--- src/rtl/mrma_pkg.sv ---
`timescale 1ns / 1ps

package mrma_pkg;

    localparam int MAX_REGIONS_DEF = 128;
    localparam logic [63:0] LOW_MEMORY_TOP = 64'h0000_0000_000F_FFFF;

    localparam int CFG_IDX_W  = 1;
    localparam int CFG_DATA_W = 8;
    localparam logic [CFG_IDX_W-1:0] CFG_AVAILABLE  = 1'b0;
    localparam logic [CFG_IDX_W-1:0] CFG_ALLOCATION = 1'b1;
    localparam logic [7:0] AVAILABLE_RESET  = 8'd1;
    localparam logic [7:0] ALLOCATION_RESET = 8'd6;

    typedef enum logic [2:0] {
        OP_APPEND = 3'd0,
        OP_CLEAN  = 3'd1,
        OP_ALLOC  = 3'd2,
        OP_FREE   = 3'd3,
        OP_READ   = 3'd4
    } op_t;

    typedef struct packed {
        logic [63:0] start;
        logic [63:0] length;
        logic [7:0]  kind;
    } region_t;

    typedef struct packed {
        logic [2:0]  operation;
        logic [63:0] address;
        logic [63:0] size;
        logic [7:0]  region_type;
        logic [31:0] alignment;
        logic [63:0] top_limit;
        logic [6:0]  entry_index;
    } in_item_t;

    typedef struct packed {
        logic        ok;
        logic [63:0] result_address;
        logic [63:0] result_size;
        logic [7:0]  result_type;
        logic [7:0]  entry_count;
    } out_item_t;

    typedef enum logic [5:0] {
        CMD_NONE,
        CMD_SET_OK,
        CMD_APPEND,
        CMD_RD_IDX,
        CMD_RD_CAP,
        CMD_EMIT,
        CMD_K_CLR,
        CMD_K_ONE,
        CMD_K_INC,
        CMD_RD_K,
        CMD_RD_K1,
        CMD_DROP_WR,
        CMD_DROP_DONE,
        CMD_TMP_CAP,
        CMD_RD_J1,
        CMD_WR_J_TMP,
        CMD_WR_J_RD,
        CMD_MG_INIT,
        CMD_RD_R,
        CMD_CUR_CAP,
        CMD_NXT_CAP,
        CMD_NXT_NONE,
        CMD_POP_RD,
        CMD_POP_CAP,
        CMD_SHIFT,
        CMD_PUSH_END,
        CMD_TOPS,
        CMD_PUSH_SHIFT,
        CMD_MERGE,
        CMD_OVL,
        CMD_TRIM,
        CMD_SET_COUNT,
        CMD_AL_CAP,
        CMD_AL_BASE,
        CMD_AL_TAKE,
        CMD_AL_APP
    } dp_cmd_t;

    typedef struct packed {
        logic    load;
        dp_cmd_t act;
    } ctrl_t;

    typedef struct packed {
        op_t  op;
        logic full;
        logic size_zero;
        logic idx_ok;
        logic k_lt;
        logic k1_lt;
        logic j_zero;
        logic rd_match;
        logic rd_gt;
        logic r_lt;
        logic cur_v;
        logic cur_zero;
        logic nxt_v;
        logic w_zero;
        logic lt;
        logic same;
        logic is_alloc;
        logic ovl_zero;
        logic al_fit;
        logic out_full;
    } status_t;

endpackage

--- src/rtl/mrma_ctrl.sv ---
`timescale 1ns / 1ps

module mrma_ctrl
(
    input  logic               clk,
    input  logic               rst_n,
    input  logic               in_valid,
    output logic               in_ready,
    input  mrma_pkg::status_t  st,
    output mrma_pkg::ctrl_t    ctrl
);

    typedef enum logic [5:0] {
        S_IDLE, S_DISPATCH, S_APPEND, S_RD_ISSUE, S_RD_CAP, S_FIN,
        S_FR_INIT, S_FR_SCAN, S_FR_CMP, S_DROP, S_DROP_WR,
        S_SORT_INIT, S_SORT_K, S_SORT_KD, S_SORT_J, S_SORT_JD,
        S_MG_INIT, S_MG_LC, S_MG_LCC, S_MG_LN, S_MG_LNC, S_MG_EVAL, S_MG_POPC,
        S_MG_CMP, S_MG_OVL, S_MG_PUSH, S_MG_END,
        S_AL_INIT, S_AL_SCAN, S_AL_CAP, S_AL_CHK, S_AL_DEC, S_AL_APP
    } state_t;

    state_t state_reg;
    state_t state_next;

    always_ff @(posedge clk or negedge rst_n)
    begin
        if (!rst_n)
            state_reg <= S_IDLE;
        else
            state_reg <= state_next;
    end

    assign in_ready = (state_reg == S_IDLE);

    always_comb
    begin
        state_next = state_reg;
        ctrl.load  = 1'b0;
        ctrl.act   = mrma_pkg::CMD_NONE;
        case (state_reg)
            S_IDLE:
            begin
                if (in_valid)
                begin
                    ctrl.load  = 1'b1;
                    state_next = S_DISPATCH;
                end
            end
            S_DISPATCH:
            begin
                case (st.op)
                    mrma_pkg::OP_APPEND: state_next = st.full ? S_FIN : S_APPEND;
                    mrma_pkg::OP_CLEAN:
                    begin
                        ctrl.act   = mrma_pkg::CMD_SET_OK;
                        state_next = S_SORT_INIT;
                    end
                    mrma_pkg::OP_ALLOC:
                        state_next = (st.size_zero || st.full) ? S_FIN : S_AL_INIT;
                    mrma_pkg::OP_FREE:   state_next = S_FR_INIT;
                    mrma_pkg::OP_READ:   state_next = st.idx_ok ? S_RD_ISSUE : S_FIN;
                    default:             state_next = S_FIN;
                endcase
            end
            S_APPEND:
            begin
                ctrl.act   = mrma_pkg::CMD_APPEND;
                state_next = S_FIN;
            end
            S_RD_ISSUE:
            begin
                ctrl.act   = mrma_pkg::CMD_RD_IDX;
                state_next = S_RD_CAP;
            end
            S_RD_CAP:
            begin
                ctrl.act   = mrma_pkg::CMD_RD_CAP;
                state_next = S_FIN;
            end
            S_FIN:
            begin
                if (!st.out_full)
                begin
                    ctrl.act   = mrma_pkg::CMD_EMIT;
                    state_next = S_IDLE;
                end
            end
            // free: find the first exact start; if found, close the gap, then clean
            S_FR_INIT:
            begin
                ctrl.act   = mrma_pkg::CMD_K_CLR;
                state_next = S_FR_SCAN;
            end
            S_FR_SCAN:
            begin
                if (!st.k_lt)
                    state_next = S_FIN;
                else
                begin
                    ctrl.act   = mrma_pkg::CMD_RD_K;
                    state_next = S_FR_CMP;
                end
            end
            S_FR_CMP:
            begin
                if (st.rd_match)
                    state_next = S_DROP;
                else
                begin
                    ctrl.act   = mrma_pkg::CMD_K_INC;
                    state_next = S_FR_SCAN;
                end
            end
            S_DROP:
            begin
                if (!st.k1_lt)
                begin
                    ctrl.act   = mrma_pkg::CMD_DROP_DONE;
                    state_next = S_SORT_INIT;
                end
                else
                begin
                    ctrl.act   = mrma_pkg::CMD_RD_K1;
                    state_next = S_DROP_WR;
                end
            end
            S_DROP_WR:
            begin
                ctrl.act   = mrma_pkg::CMD_DROP_WR;
                state_next = S_DROP;
            end
            // stable insertion sort by start
            S_SORT_INIT:
            begin
                ctrl.act   = mrma_pkg::CMD_K_ONE;
                state_next = S_SORT_K;
            end
            S_SORT_K:
            begin
                if (!st.k_lt)
                    state_next = S_MG_INIT;
                else
                begin
                    ctrl.act   = mrma_pkg::CMD_RD_K;
                    state_next = S_SORT_KD;
                end
            end
            S_SORT_KD:
            begin
                ctrl.act   = mrma_pkg::CMD_TMP_CAP;
                state_next = S_SORT_J;
            end
            S_SORT_J:
            begin
                if (st.j_zero)
                begin
                    ctrl.act   = mrma_pkg::CMD_WR_J_TMP;
                    state_next = S_SORT_K;
                end
                else
                begin
                    ctrl.act   = mrma_pkg::CMD_RD_J1;
                    state_next = S_SORT_JD;
                end
            end
            S_SORT_JD:
            begin
                if (st.rd_gt)
                begin
                    ctrl.act   = mrma_pkg::CMD_WR_J_RD;
                    state_next = S_SORT_J;
                end
                else
                begin
                    ctrl.act   = mrma_pkg::CMD_WR_J_TMP;
                    state_next = S_SORT_K;
                end
            end
            // merge pass: finished prefix in memory, current and next held
            S_MG_INIT:
            begin
                ctrl.act   = mrma_pkg::CMD_MG_INIT;
                state_next = S_MG_LC;
            end
            S_MG_LC:
            begin
                if (!st.r_lt)
                    state_next = S_MG_END;
                else
                begin
                    ctrl.act   = mrma_pkg::CMD_RD_R;
                    state_next = S_MG_LCC;
                end
            end
            S_MG_LCC:
            begin
                ctrl.act   = mrma_pkg::CMD_CUR_CAP;
                state_next = S_MG_LN;
            end
            S_MG_LN:
            begin
                if (!st.r_lt)
                begin
                    ctrl.act   = mrma_pkg::CMD_NXT_NONE;
                    state_next = S_MG_EVAL;
                end
                else
                begin
                    ctrl.act   = mrma_pkg::CMD_RD_R;
                    state_next = S_MG_LNC;
                end
            end
            S_MG_LNC:
            begin
                ctrl.act   = mrma_pkg::CMD_NXT_CAP;
                state_next = S_MG_EVAL;
            end
            S_MG_EVAL:
            begin
                if (!st.cur_v)
                    state_next = S_MG_END;
                else if (st.cur_zero)
                begin
                    if (st.w_zero)
                    begin
                        ctrl.act   = mrma_pkg::CMD_SHIFT;
                        state_next = S_MG_LN;
                    end
                    else
                    begin
                        ctrl.act   = mrma_pkg::CMD_POP_RD;
                        state_next = S_MG_POPC;
                    end
                end
                else if (!st.nxt_v)
                begin
                    ctrl.act   = mrma_pkg::CMD_PUSH_END;
                    state_next = S_MG_END;
                end
                else
                begin
                    ctrl.act   = mrma_pkg::CMD_TOPS;
                    state_next = S_MG_CMP;
                end
            end
            S_MG_POPC:
            begin
                ctrl.act   = mrma_pkg::CMD_POP_CAP;
                state_next = S_MG_EVAL;
            end
            S_MG_CMP:
            begin
                if (st.lt || (st.same && st.is_alloc))
                begin
                    ctrl.act   = mrma_pkg::CMD_PUSH_SHIFT;
                    state_next = S_MG_LN;
                end
                else if (st.same)
                begin
                    ctrl.act   = mrma_pkg::CMD_MERGE;
                    state_next = S_MG_LN;
                end
                else
                begin
                    ctrl.act   = mrma_pkg::CMD_OVL;
                    state_next = S_MG_OVL;
                end
            end
            S_MG_OVL:
            begin
                if (st.ovl_zero)
                begin
                    ctrl.act   = mrma_pkg::CMD_PUSH_SHIFT;
                    state_next = S_MG_LN;
                end
                else
                begin
                    ctrl.act   = mrma_pkg::CMD_TRIM;
                    state_next = S_MG_PUSH;
                end
            end
            S_MG_PUSH:
            begin
                ctrl.act   = mrma_pkg::CMD_PUSH_SHIFT;
                state_next = S_MG_LN;
            end
            S_MG_END:
            begin
                ctrl.act   = mrma_pkg::CMD_SET_COUNT;
                state_next = S_FIN;
            end
            // allocate: first fitting available region in table order
            S_AL_INIT:
            begin
                ctrl.act   = mrma_pkg::CMD_K_CLR;
                state_next = S_AL_SCAN;
            end
            S_AL_SCAN:
            begin
                if (!st.k_lt)
                    state_next = S_FIN;
                else
                begin
                    ctrl.act   = mrma_pkg::CMD_RD_K;
                    state_next = S_AL_CAP;
                end
            end
            S_AL_CAP:
            begin
                ctrl.act   = mrma_pkg::CMD_AL_CAP;
                state_next = S_AL_CHK;
            end
            S_AL_CHK:
            begin
                ctrl.act   = mrma_pkg::CMD_AL_BASE;
                state_next = S_AL_DEC;
            end
            S_AL_DEC:
            begin
                if (st.al_fit)
                begin
                    ctrl.act   = mrma_pkg::CMD_AL_TAKE;
                    state_next = S_AL_APP;
                end
                else
                begin
                    ctrl.act   = mrma_pkg::CMD_K_INC;
                    state_next = S_AL_SCAN;
                end
            end
            S_AL_APP:
            begin
                ctrl.act   = mrma_pkg::CMD_AL_APP;
                state_next = S_SORT_INIT;
            end
            default:
                state_next = S_IDLE;
        endcase
    end

endmodule

--- config.mk ---
export PLATFORM = sky130hd
export DESIGN_NAME = mrma_ctrl
export DESIGN_NICKNAME = d
export VERILOG_FILES = /design/src/rtl/mrma_pkg.sv /design/src/rtl/mrma_ctrl.sv
export SDC_FILE = /design/constraint.sdc
export NUM_CORES = 1
export LEC_CHECK = 0
export BUFFER_PORTS_ARGS = -buffer_cell sky130_fd_sc_hd__buf_2
export CORE_MARGIN = 2
export CORE_UTILIZATION = 34
export DETAILED_ROUTE_END_ITERATION = 10
export HOLD_SLACK_MARGIN = 0.05
export PLACE_DENSITY_LB_ADDON = 0.2
export SKIP_CTS_REPAIR_TIMING = 1
export SLEW_MARGIN = 20
export SYNTH_ARGS = -nofsm -noshare
export SYNTH_HDL_FRONTEND = slang
export SYNTH_SLANG_ARGS = --single-unit
--- constraint.sdc ---
create_clock -name clk -period 2.45 [get_ports clk]
set_clock_uncertainty 0.15 [all_clocks]
set_input_delay 0 -clock clk [delete_from_list [all_inputs] [get_ports clk]]
set_output_delay 0 -clock clk [all_outputs]
set_load 0.02 [all_outputs]
==> results.py, run 1 <==
metrics = {
    "final_layout": {
        "design_area_mm2": 0.00183,
        "syn2layout_area_growth_pct": 22.9,
        "largest_reg_flops": 6,
        "n_antenna_cell": 0,
        "nets": 298,
        "drive_gt1_frac": 0.207,
    },
    "power": {
        "peakVddDrop_mv": 0.460,
        "p_leak_nw": 0.732,
        "p_per_area_mw_per_mm2": 1200,
    },
    "cts": {
        "clkTransAtPathRegs_ns": 0.04,
        "cts.sinks": 6,
        "cts_tree": "done",
        "cts-root-buf": "clkbuf_8",
        "clock_path_buffers": 2,
        "h-tree-depth": 1,
        "clk_latency_ns": 0.22,
        "cts_buffers": 3,
    },
    "floorplan": {
        "fp.dieW_um": 70.1,
        "initial_core_util": 0.346,
        "dieArea_mm2": 0.00491,
        "io_pins": 33,
        "placementRows": 24,
        "core_mm2": 0.00429,
        "die_height_um": 70.1,
    },
    "synth": {
        "syn_area_mm2": 0.00149,
        "avgSynthCellArea_um2": 6.24,
        "synth_most_common_cell": "nor2_1",
        "synthTopCellsByArea": "dfrtp_1, nor2b_1, o21ai_0",
        "ys.flop_type": "dfrtp_1",
        "syn-num-nets": 263,
        "synth_warnings": 0,
        "synth_top_area_cell": "dfrtp_1",
        "synth_seq_cells": 6,
        "async_reset_ff_frac": 1.00,
        "synth_top_area_frac": 0.101,
        "ys_top_cells_by_count": "nor2_1, nand2_1, o21ai_0",
        "yosysSeqAreaShare": 0.101,
        "synth_edf_count": 0,
        "ys_types": 51,
        "synth_cells": 238,
    },
    "routing": {
        "vias": 2018,
        "wirelength_mm": 5.51,
        "drt_iter0_drc": 231,
        "drt-pass1-iter-count": 5,
        "avgRoutedWirePerCell_um": 17.1,
        "drtAntennaViolNets": 0,
        "viasPerCell": 6.25,
        "drc_errors": 0,
    },
    "global_route": {
        "antenna_found_initial": 0,
        "grt_max_degree": 32,
        "met3_usage": 0.0231,
        "busiest_layer": "met2",
        "grt_pass1_wl_mm": 8.94,
        "grt_usage": 0.222,
        "gr-usage-met2": 0.362,
        "grt_use_met1": 0.307,
        "overflow": 0,
        "grt_pass1_vias": 1851,
    },
    "timing": {
        "finalSetupTns_ns": 0,
        "rsz0062_at_grt": "false",
        "fin_ws_ns": 0.0336,
        "slew_headroom": 0.646,
        "tightest_slew_ns": 0.529,
        "finalWorstPathRequiredPeriod_ns": 2.42,
        "hold_viol_final": 0,
        "setup_viol": 0,
        "fin_crit_sh": 0.986,
        "drv_slew": 0,
        "fmax_ghz": 0.414,
    },
    "setup_path": {
        "path_buf_inv": 2,
        "crit_path_cell_trace": "buf_4 > nand2_1 > a2bb2oi_1 > o32ai_1 > a211oi_1 > o2111ai_1 > buf_2",
        "max_stage_delay_ns": 0.53,
        "crit_slowest_cell": "dfrtp_1",
        "critPathTopFamily": "compound AO/OA/AOI/OAI gates",
        "crit_path_max_fanout": 24,
        "arrival_ns": 2.27,
        "cp-start-kind": "flop",
        "worstSetupEndpointType": "primary output",
        "worst-endpoint-required_ns": 2.30,
        "worstSetupPathType": "flop to primary output",
    },
    "placement": {
        "dpl.hpwl_mm": 4.27,
        "placed_area_mm2": 0.00173,
        "routabilityCongestion": 0.942,
        "place_ws_ns": 0.295,
        "portBuffers": 32,
    },
    "outcome": {
        "outcome": "complete, no violations",
    },
    "min_path": {
        "holdCritPathClass": "input pin to flop",
    },
    "run": {
        "max_cap_violations": 0,
    },
}
-- tightest hold or removal path, cell delays in order --
cell and delay, ns:
buf_2 0.13, o22a_1 0.15, o2111ai_1 0.10
-- power by group --
group          leakage (nW)  switching (mW)  internal [mW]
sequential           0.0737           0.118          0.144
clock                0.0216          0.0435          0.106
combinational         0.637            1.08          0.699
-- layer usage --
layer / up-vias / share of wire
met5: - / 0
met4: 0 / 0.026
met3: 17 / 0.089
met2: 126 / 0.45
met1: 910 / 0.44
li1: 965 / -
-- metrics by stage --
step / utilization / total power, mW / hold WS (ns) / cells
6_report: 0.425 / 2.19 / 0.0670 / 323
5_1_grt: 0.425 / 2.37 / 0.0907 / 323
4_1_cts: 0.413 / 2.15 / -0.548 / 318
3_5_place_dp: 0.404 / 1.99 / -0.312 / 315
3_3_place_gp: 0.404 / 2.02 / -0.313 / 315
2_1_floorplan: - / 1.46 / -0.446 / 238
-- cells in the final DEF, fill, tap and decap left out, drive strengths merged, types with 7 or more instances in the layout --
| cell | synthesis | routed |
|---|---|---|
| nor3 | 13 | 13 |
| nand2 | 20 | 20 |
| nand3 | 12 | 12 |
| buf | 12 | 46 |
| nand4 | 8 | 8 |
| o21ai | 19 | 19 |
| nor2b | 16 | 16 |
| inv | 8 | 8 |
| nand2b | 7 | 7 |
| a21oi | 19 | 19 |
| nor2 | 21 | 21 |
-- logic make-up (layout without fill, tap and decap cells) --
family,count (synthesis),in the layout,share of synthesized area
AOI/OAI and AO/OA,80,80,0.358
muxes,4,4,0.0270
buffers and inverters,29,62,0.0842
DFF,6,6,0.101
and+or+nand+nor,117,117,0.418
xor gates and xnor gates,2,2,0.0118
-- final timing paths --
kind | from | cells after the start | slack [ns] | to
max | state_reg[2] | 7 | 0.03 | ctrl[3]
min | st[19] | 3 | 0.07 | state_reg[1]
max reg2reg | state_reg[2] | 5 | 0.34 | state_reg[2]
min reg2reg | state_reg[3] | 3 | 0.54 | state_reg[4]
max in group asynchronous | rst_n | 3 | 1.34 | state_reg[0]
min in group asynchronous | rst_n | 3 | 0.57 | state_reg[2]
-- layout make-up --
cell class,count,area (um2)
clock buffers,3,41.3
multi-input cells,203,1210
fillers,485,2470
well taps,52,65.1
repair buffers,51,328
flip-flops and latches,6,151
inverters,8,30.0
(Power assumes the default switching activity.)
==> inputs of run 2 (changes only) <==
Settings changed: SETUP_SLACK_MARGIN set to 0.15.
==> results.py, run 2 (synthesis results as in run 1) <==
metrics = {
    "setup_path": {
        "worstSetupPathType": "flop to primary output",
        "crit_path_cell_trace": "or2_4 > or4_4 > o22ai_1 > a21oi_1 > nand3_1 > buf_2",
        "crit_path_max_fanout": 11,
        "max_stage_delay_ns": 0.55,
        "crit_slowest_cell": "or4_4",
        "worst-endpoint-required_ns": 2.30,
        "worstSetupEndpointType": "primary output",
        "arrival_ns": 2.07,
        "cp-start-kind": "flop",
        "r2r.worst_path.cells": 5,
    },
    "placement": {
        "dpl.hpwl_mm": 4.27,
        "routabilityCongestion": 0.942,
        "portBuffers": 32,
        "placed_area_mm2": 0.00173,
    },
    "cts": {
        "cts_buffers": 3,
        "h-tree-depth": 1,
        "clkTransAtPathRegs_ns": 0.04,
        "cts-root-buf": "clkbuf_8",
        "cts_tree": "done",
        "cts.sinks": 6,
        "clock_path_buffers": 2,
        "clk_latency_ns": 0.22,
    },
    "final_layout": {
        "n_antenna_cell": 0,
        "largest_reg_flops": 6,
        "design_area_mm2": 0.00186,
        "drive_gt1_frac": 0.232,
        "fill_cells": 480,
        "final_cell_mix": "buf_2, nor2_1, nand2_1",
        "mostFrequentLayoutCell": "buf_2",
        "nets": 298,
        "syn2layout_area_growth_pct": 25.0,
    },
    "routing": {
        "avgRoutedWirePerCell_um": 17.3,
        "wirelength_mm": 5.60,
        "vias": 2037,
        "drt_iter0_drc": 258,
        "drt-pass1-iter-count": 7,
        "drc_errors": 0,
        "drtAntennaViolNets": 0,
        "viasPerCell": 6.31,
    },
    "timing": {
        "hold_viol_final": 0,
        "slew_headroom": 0.654,
        "rsz0062_at_grt": "true",
        "setup_viol": 0,
        "finalWorstPathRequiredPeriod_ns": 2.22,
        "tightest_slew_ns": 0.518,
        "fmax_ghz": 0.450,
        "finalSetupTns_ns": 0,
        "fin_crit_sh": 0.906,
        "drv_slew": 0,
    },
    "floorplan": {
        "dieArea_mm2": 0.00491,
        "fp.dieW_um": 70.1,
        "die_height_um": 70.1,
        "placementRows": 24,
        "io_pins": 33,
        "initial_core_util": 0.346,
        "core_mm2": 0.00429,
    },
    "global_route": {
        "grt_pass1_wl_mm": 8.94,
        "overflow": 0,
        "antenna_found_initial": 0,
        "grt_max_degree": 32,
        "grt_pass1_vias": 1851,
        "grt_usage": 0.222,
    },
    "power": {
        "p_per_area_mw_per_mm2": 1200,
        "peakVddDrop_mv": 0.465,
        "p_leak_nw": 0.737,
    },
    "min_path": {
        "worst_hold_path.num_cells": 3,
        "holdCritPathClass": "input pin to flop",
    },
    "run": {
        "max_cap_violations": 0,
    },
    "outcome": {
        "outcome": "complete, no violations",
    },
}
-- run 2: final timing paths --
| check | startpoint | endpoint | slack [ns] |
|---|---|---|---|
| worst max-delay path | state_reg[2] | ctrl[0] | 0.23 |
| worst min-delay path | st[19] | state_reg[1] | 0.06 |
| worst max register to register | state_reg[2] | state_reg[2] | 0.42 |
| worst min register to register | state_reg[3] | state_reg[4] | 0.55 |
| max in group asynchronous | rst_n | state_reg[1] | 1.33 |
| min in group asynchronous | rst_n | state_reg[4] | 0.57 |
-- run 2: worst max-delay path, delay by kind of cell, from the launching register on --
kind / cells / cell delay [ns]
and+or+nand+nor: 3 / 0.92
DFF: 1 / 0.48
AOI/OAI and AO/OA: 2 / 0.27
buffers and inverters: 1 / 0.16
-- run 2: area by class of cell --
| class | count | area [um2] | share of cell area |
|---|---|---|---|
| Multi-Input combinational cell | 203 | 1230 | 0.665 |
| Timing Repair Buffer | 51 | 332 | 0.179 |
| Sequential cell | 6 | 154 | 0.0829 |
| Tap cell | 52 | 65.1 | 0.0350 |
| Clock buffer | 3 | 41.3 | 0.0222 |
| Inverter | 8 | 30.0 | 0.0162 |
-- run 2: per-layer routing --
layer,global-route usage,vias to the layer above,wire length [um]
met3,0.0231,15,518
met1,0.307,920,2460
met2,0.362,142,2490
met4,0.0726,0,130
met5,0,-,0
li1,-,960,-
-- run 2: stage by stage --
| step | setup WS [ns] | hold WS [ns] | std cells | power, mW | utilization |
|---|---|---|---|---|---|
| 2_1_floorplan | 0.355 | -0.446 | 238 | 1.46 | - |
| 3_3_place_gp | 0.282 | -0.313 | 315 | 2.02 | 0.404 |
| 3_5_place_dp | 0.295 | -0.312 | 315 | 1.99 | 0.404 |
| 4_1_cts | 0.0411 | -0.548 | 318 | 2.15 | 0.413 |
| 5_1_grt | 0.104 | 0.0869 | 323 | 2.40 | 0.432 |
| 6_report | 0.230 | 0.0570 | 323 | 2.23 | 0.432 |
-- run 2: power by group --
part           internal, mW  total [mW]  switching [mW]  leakage [nW]
registers             0.147       0.273           0.125        0.0718
clock network         0.106       0.149          0.0437        0.0216
logic                 0.717        1.81            1.10         0.644
total                 0.970        2.23            1.26         0.737
==> inputs of run 3 (changes only) <==
Settings changed: PLACE_DENSITY_LB_ADDON 0.2 to unset, RECOVER_POWER set to 50.
==> results.py, run 3 (synthesis results as in run 1) <==
metrics = {
    "final_layout": {
        "mostFrequentLayoutCell": "buf_2",
        "design_area_mm2": 0.00192,
        "fill_cells": 460,
        "syn2layout_area_growth_pct": 29.2,
        "final_cell_mix": "buf_2, buf_4, nor2_1, nand2_1, o21ai_0",
        "n_antenna_cell": 0,
        "largest_reg_flops": 6,
        "drive_gt1_frac": 0.259,
        "nets": 309,
    },
    "setup_path": {
        "r2r.worst_path.cells": 7,
        "arrival_ns": 2.11,
        "crit_path_cell_trace": "buf_4 > nand2_1 > or4_1 > o311ai_1 > nor4_1 > o21ai_0 > buf_2",
        "r2r_start": "state_reg[4]",
        "path_buf_inv": 2,
        "reg2reg_slack_ns": 0.36,
        "worst-endpoint-required_ns": 2.30,
        "crit_slowest_cell": "dfrtp_2",
        "max_stage_delay_ns": 0.49,
        "cp-start-kind": "flop",
        "r2r-end": "state_reg[0]",
        "crit_path_max_fanout": 13,
        "worstSetupPathType": "flop to primary output",
        "critPathTopFamily": "simple AND/OR/NAND/NOR gates",
        "worstSetupEndpointType": "primary output",
    },
    "min_path": {
        "holdCritPathClass": "input pin to flop",
        "hold_end": "state_reg[1]",
        "hp-start": "st[19]",
        "worst_hold_path.num_cells": 3,
    },
    "cts": {
        "h-tree-depth": 1,
        "cts_buffers": 3,
        "clock_path_buffers": 2,
        "clkTransAtPathRegs_ns": 0.04,
        "cts.sinks": 6,
        "clk_latency_ns": 0.23,
        "cts_tree": "done",
        "cts-root-buf": "clkbuf_8",
    },
    "floorplan": {
        "placementRows": 24,
        "io_pins": 33,
        "fp.dieW_um": 70.1,
        "dieArea_mm2": 0.00491,
        "core_mm2": 0.00429,
        "initial_core_util": 0.346,
        "die_height_um": 70.1,
    },
    "routing": {
        "viasPerCell": 6.21,
        "vias": 2073,
        "drt_iter0_drc": 243,
        "drtAntennaViolNets": 0,
        "drc_errors": 0,
        "wirelength_mm": 5.62,
        "avgRoutedWirePerCell_um": 16.8,
        "drt-pass1-iter-count": 5,
    },
    "timing": {
        "fmax_ghz": 0.443,
        "setup_viol": 0,
        "fin_ws_ns": 0.192,
        "rsz0062_at_grt": "false",
        "finalSetupTns_ns": 0,
        "hold_viol_final": 0,
        "tightest_slew_ns": 0.485,
        "slew_headroom": 0.674,
        "fin_crit_sh": 0.922,
        "drv_slew": 0,
        "finalWorstPathRequiredPeriod_ns": 2.26,
    },
    "power": {
        "pwr-share-seq": 0.114,
        "total_power_mw": 2.28,
        "combPwrFrac": 0.817,
        "p_sw_mw": 1.27,
        "p_int_mw": 1.01,
        "peakVddDrop_mv": 0.439,
        "p_leak_nw": 0.800,
        "p_per_area_mw_per_mm2": 1190,
        "switching_share": 0.556,
        "power_frac_clock": 0.068,
    },
    "placement": {
        "routabilityCongestion": 1.09,
        "portBuffers": 32,
        "dpl.hpwl_mm": 4.19,
        "place_ws_ns": 0.257,
        "placed_area_mm2": 0.00175,
    },
    "run": {
        "max_cap_violations": 0,
    },
    "global_route": {
        "grt_pass1_vias": 1796,
        "grt_max_degree": 23,
        "overflow": 0,
        "antenna_found_initial": 0,
        "grt_usage": 0.225,
        "grt_pass1_wl_mm": 9.09,
    },
    "outcome": {
        "outcome": "complete, no violations",
    },
}
-- run 3: area by class of cell --
| class | count | area (um2) | area share |
|---|---|---|---|
| multi-input combinational | 203 | 1220 | 0.638 |
| timing repair buffer | 62 | 403 | 0.210 |
| sequential | 6 | 155 | 0.0808 |
| tap | 52 | 65.1 | 0.0339 |
| clock buffer | 3 | 41.3 | 0.0215 |
| inverter | 8 | 30.0 | 0.0156 |
-- run 3: power groups by stage --
| stage | clock network (mW) | logic [mW] | registers (mW) |
|---|---|---|---|
| after floorplan | 0 | 1.28 | 0.177 |
| after global placement | 0 | 1.74 | 0.246 |
| after detailed placement | 0 | 1.72 | 0.253 |
| after CTS | 0.158 | 1.73 | 0.252 |
| after global routing | 0.165 | 2.03 | 0.267 |
| final | 0.155 | 1.86 | 0.261 |
-- run 3: routing by layer --
| metal | global-route usage | wire, um | up-vias |
|---|---|---|---|
| met2 | 0.335 | 2450 | 148 |
| met5 | 0 | 0 | - |
| met3 | 0.0404 | 595 | 14 |
| met1 | 0.337 | 2460 | 924 |
| li1 | - | - | 987 |
| met4 | 0.0449 | 112 | 0 |
-- run 3: how the worst max path moves through the flow --
stage	startpoint	end	cells after the start
3_3_place_gp	state_reg[5]	state_reg[0]	6
2_1_floorplan	state_reg[5]	ctrl[6]	4
5_1_grt	state_reg[2]	ctrl[0]	6
4_1_cts	state_reg[0]	ctrl[2]	7
6_report	state_reg[0]	ctrl[2]	7
3_5_place_dp	state_reg[3]	ctrl[2]	6
-- run 3: tightest hold or removal path: stages --
cell and delay, ns:
buf_2 0.14, o22a_1 0.15, o2111ai_1 0.10
-- run 3: stage by stage --
step                       util  std cells  hold slack, ns
after floorplan               -        238          -0.446
after global placement    0.408        319          -0.308
after detailed placement  0.408        319          -0.306
after CTS                 0.417        322          -0.546
after global routing      0.447        334          0.0850
final                     0.447        334          0.0592
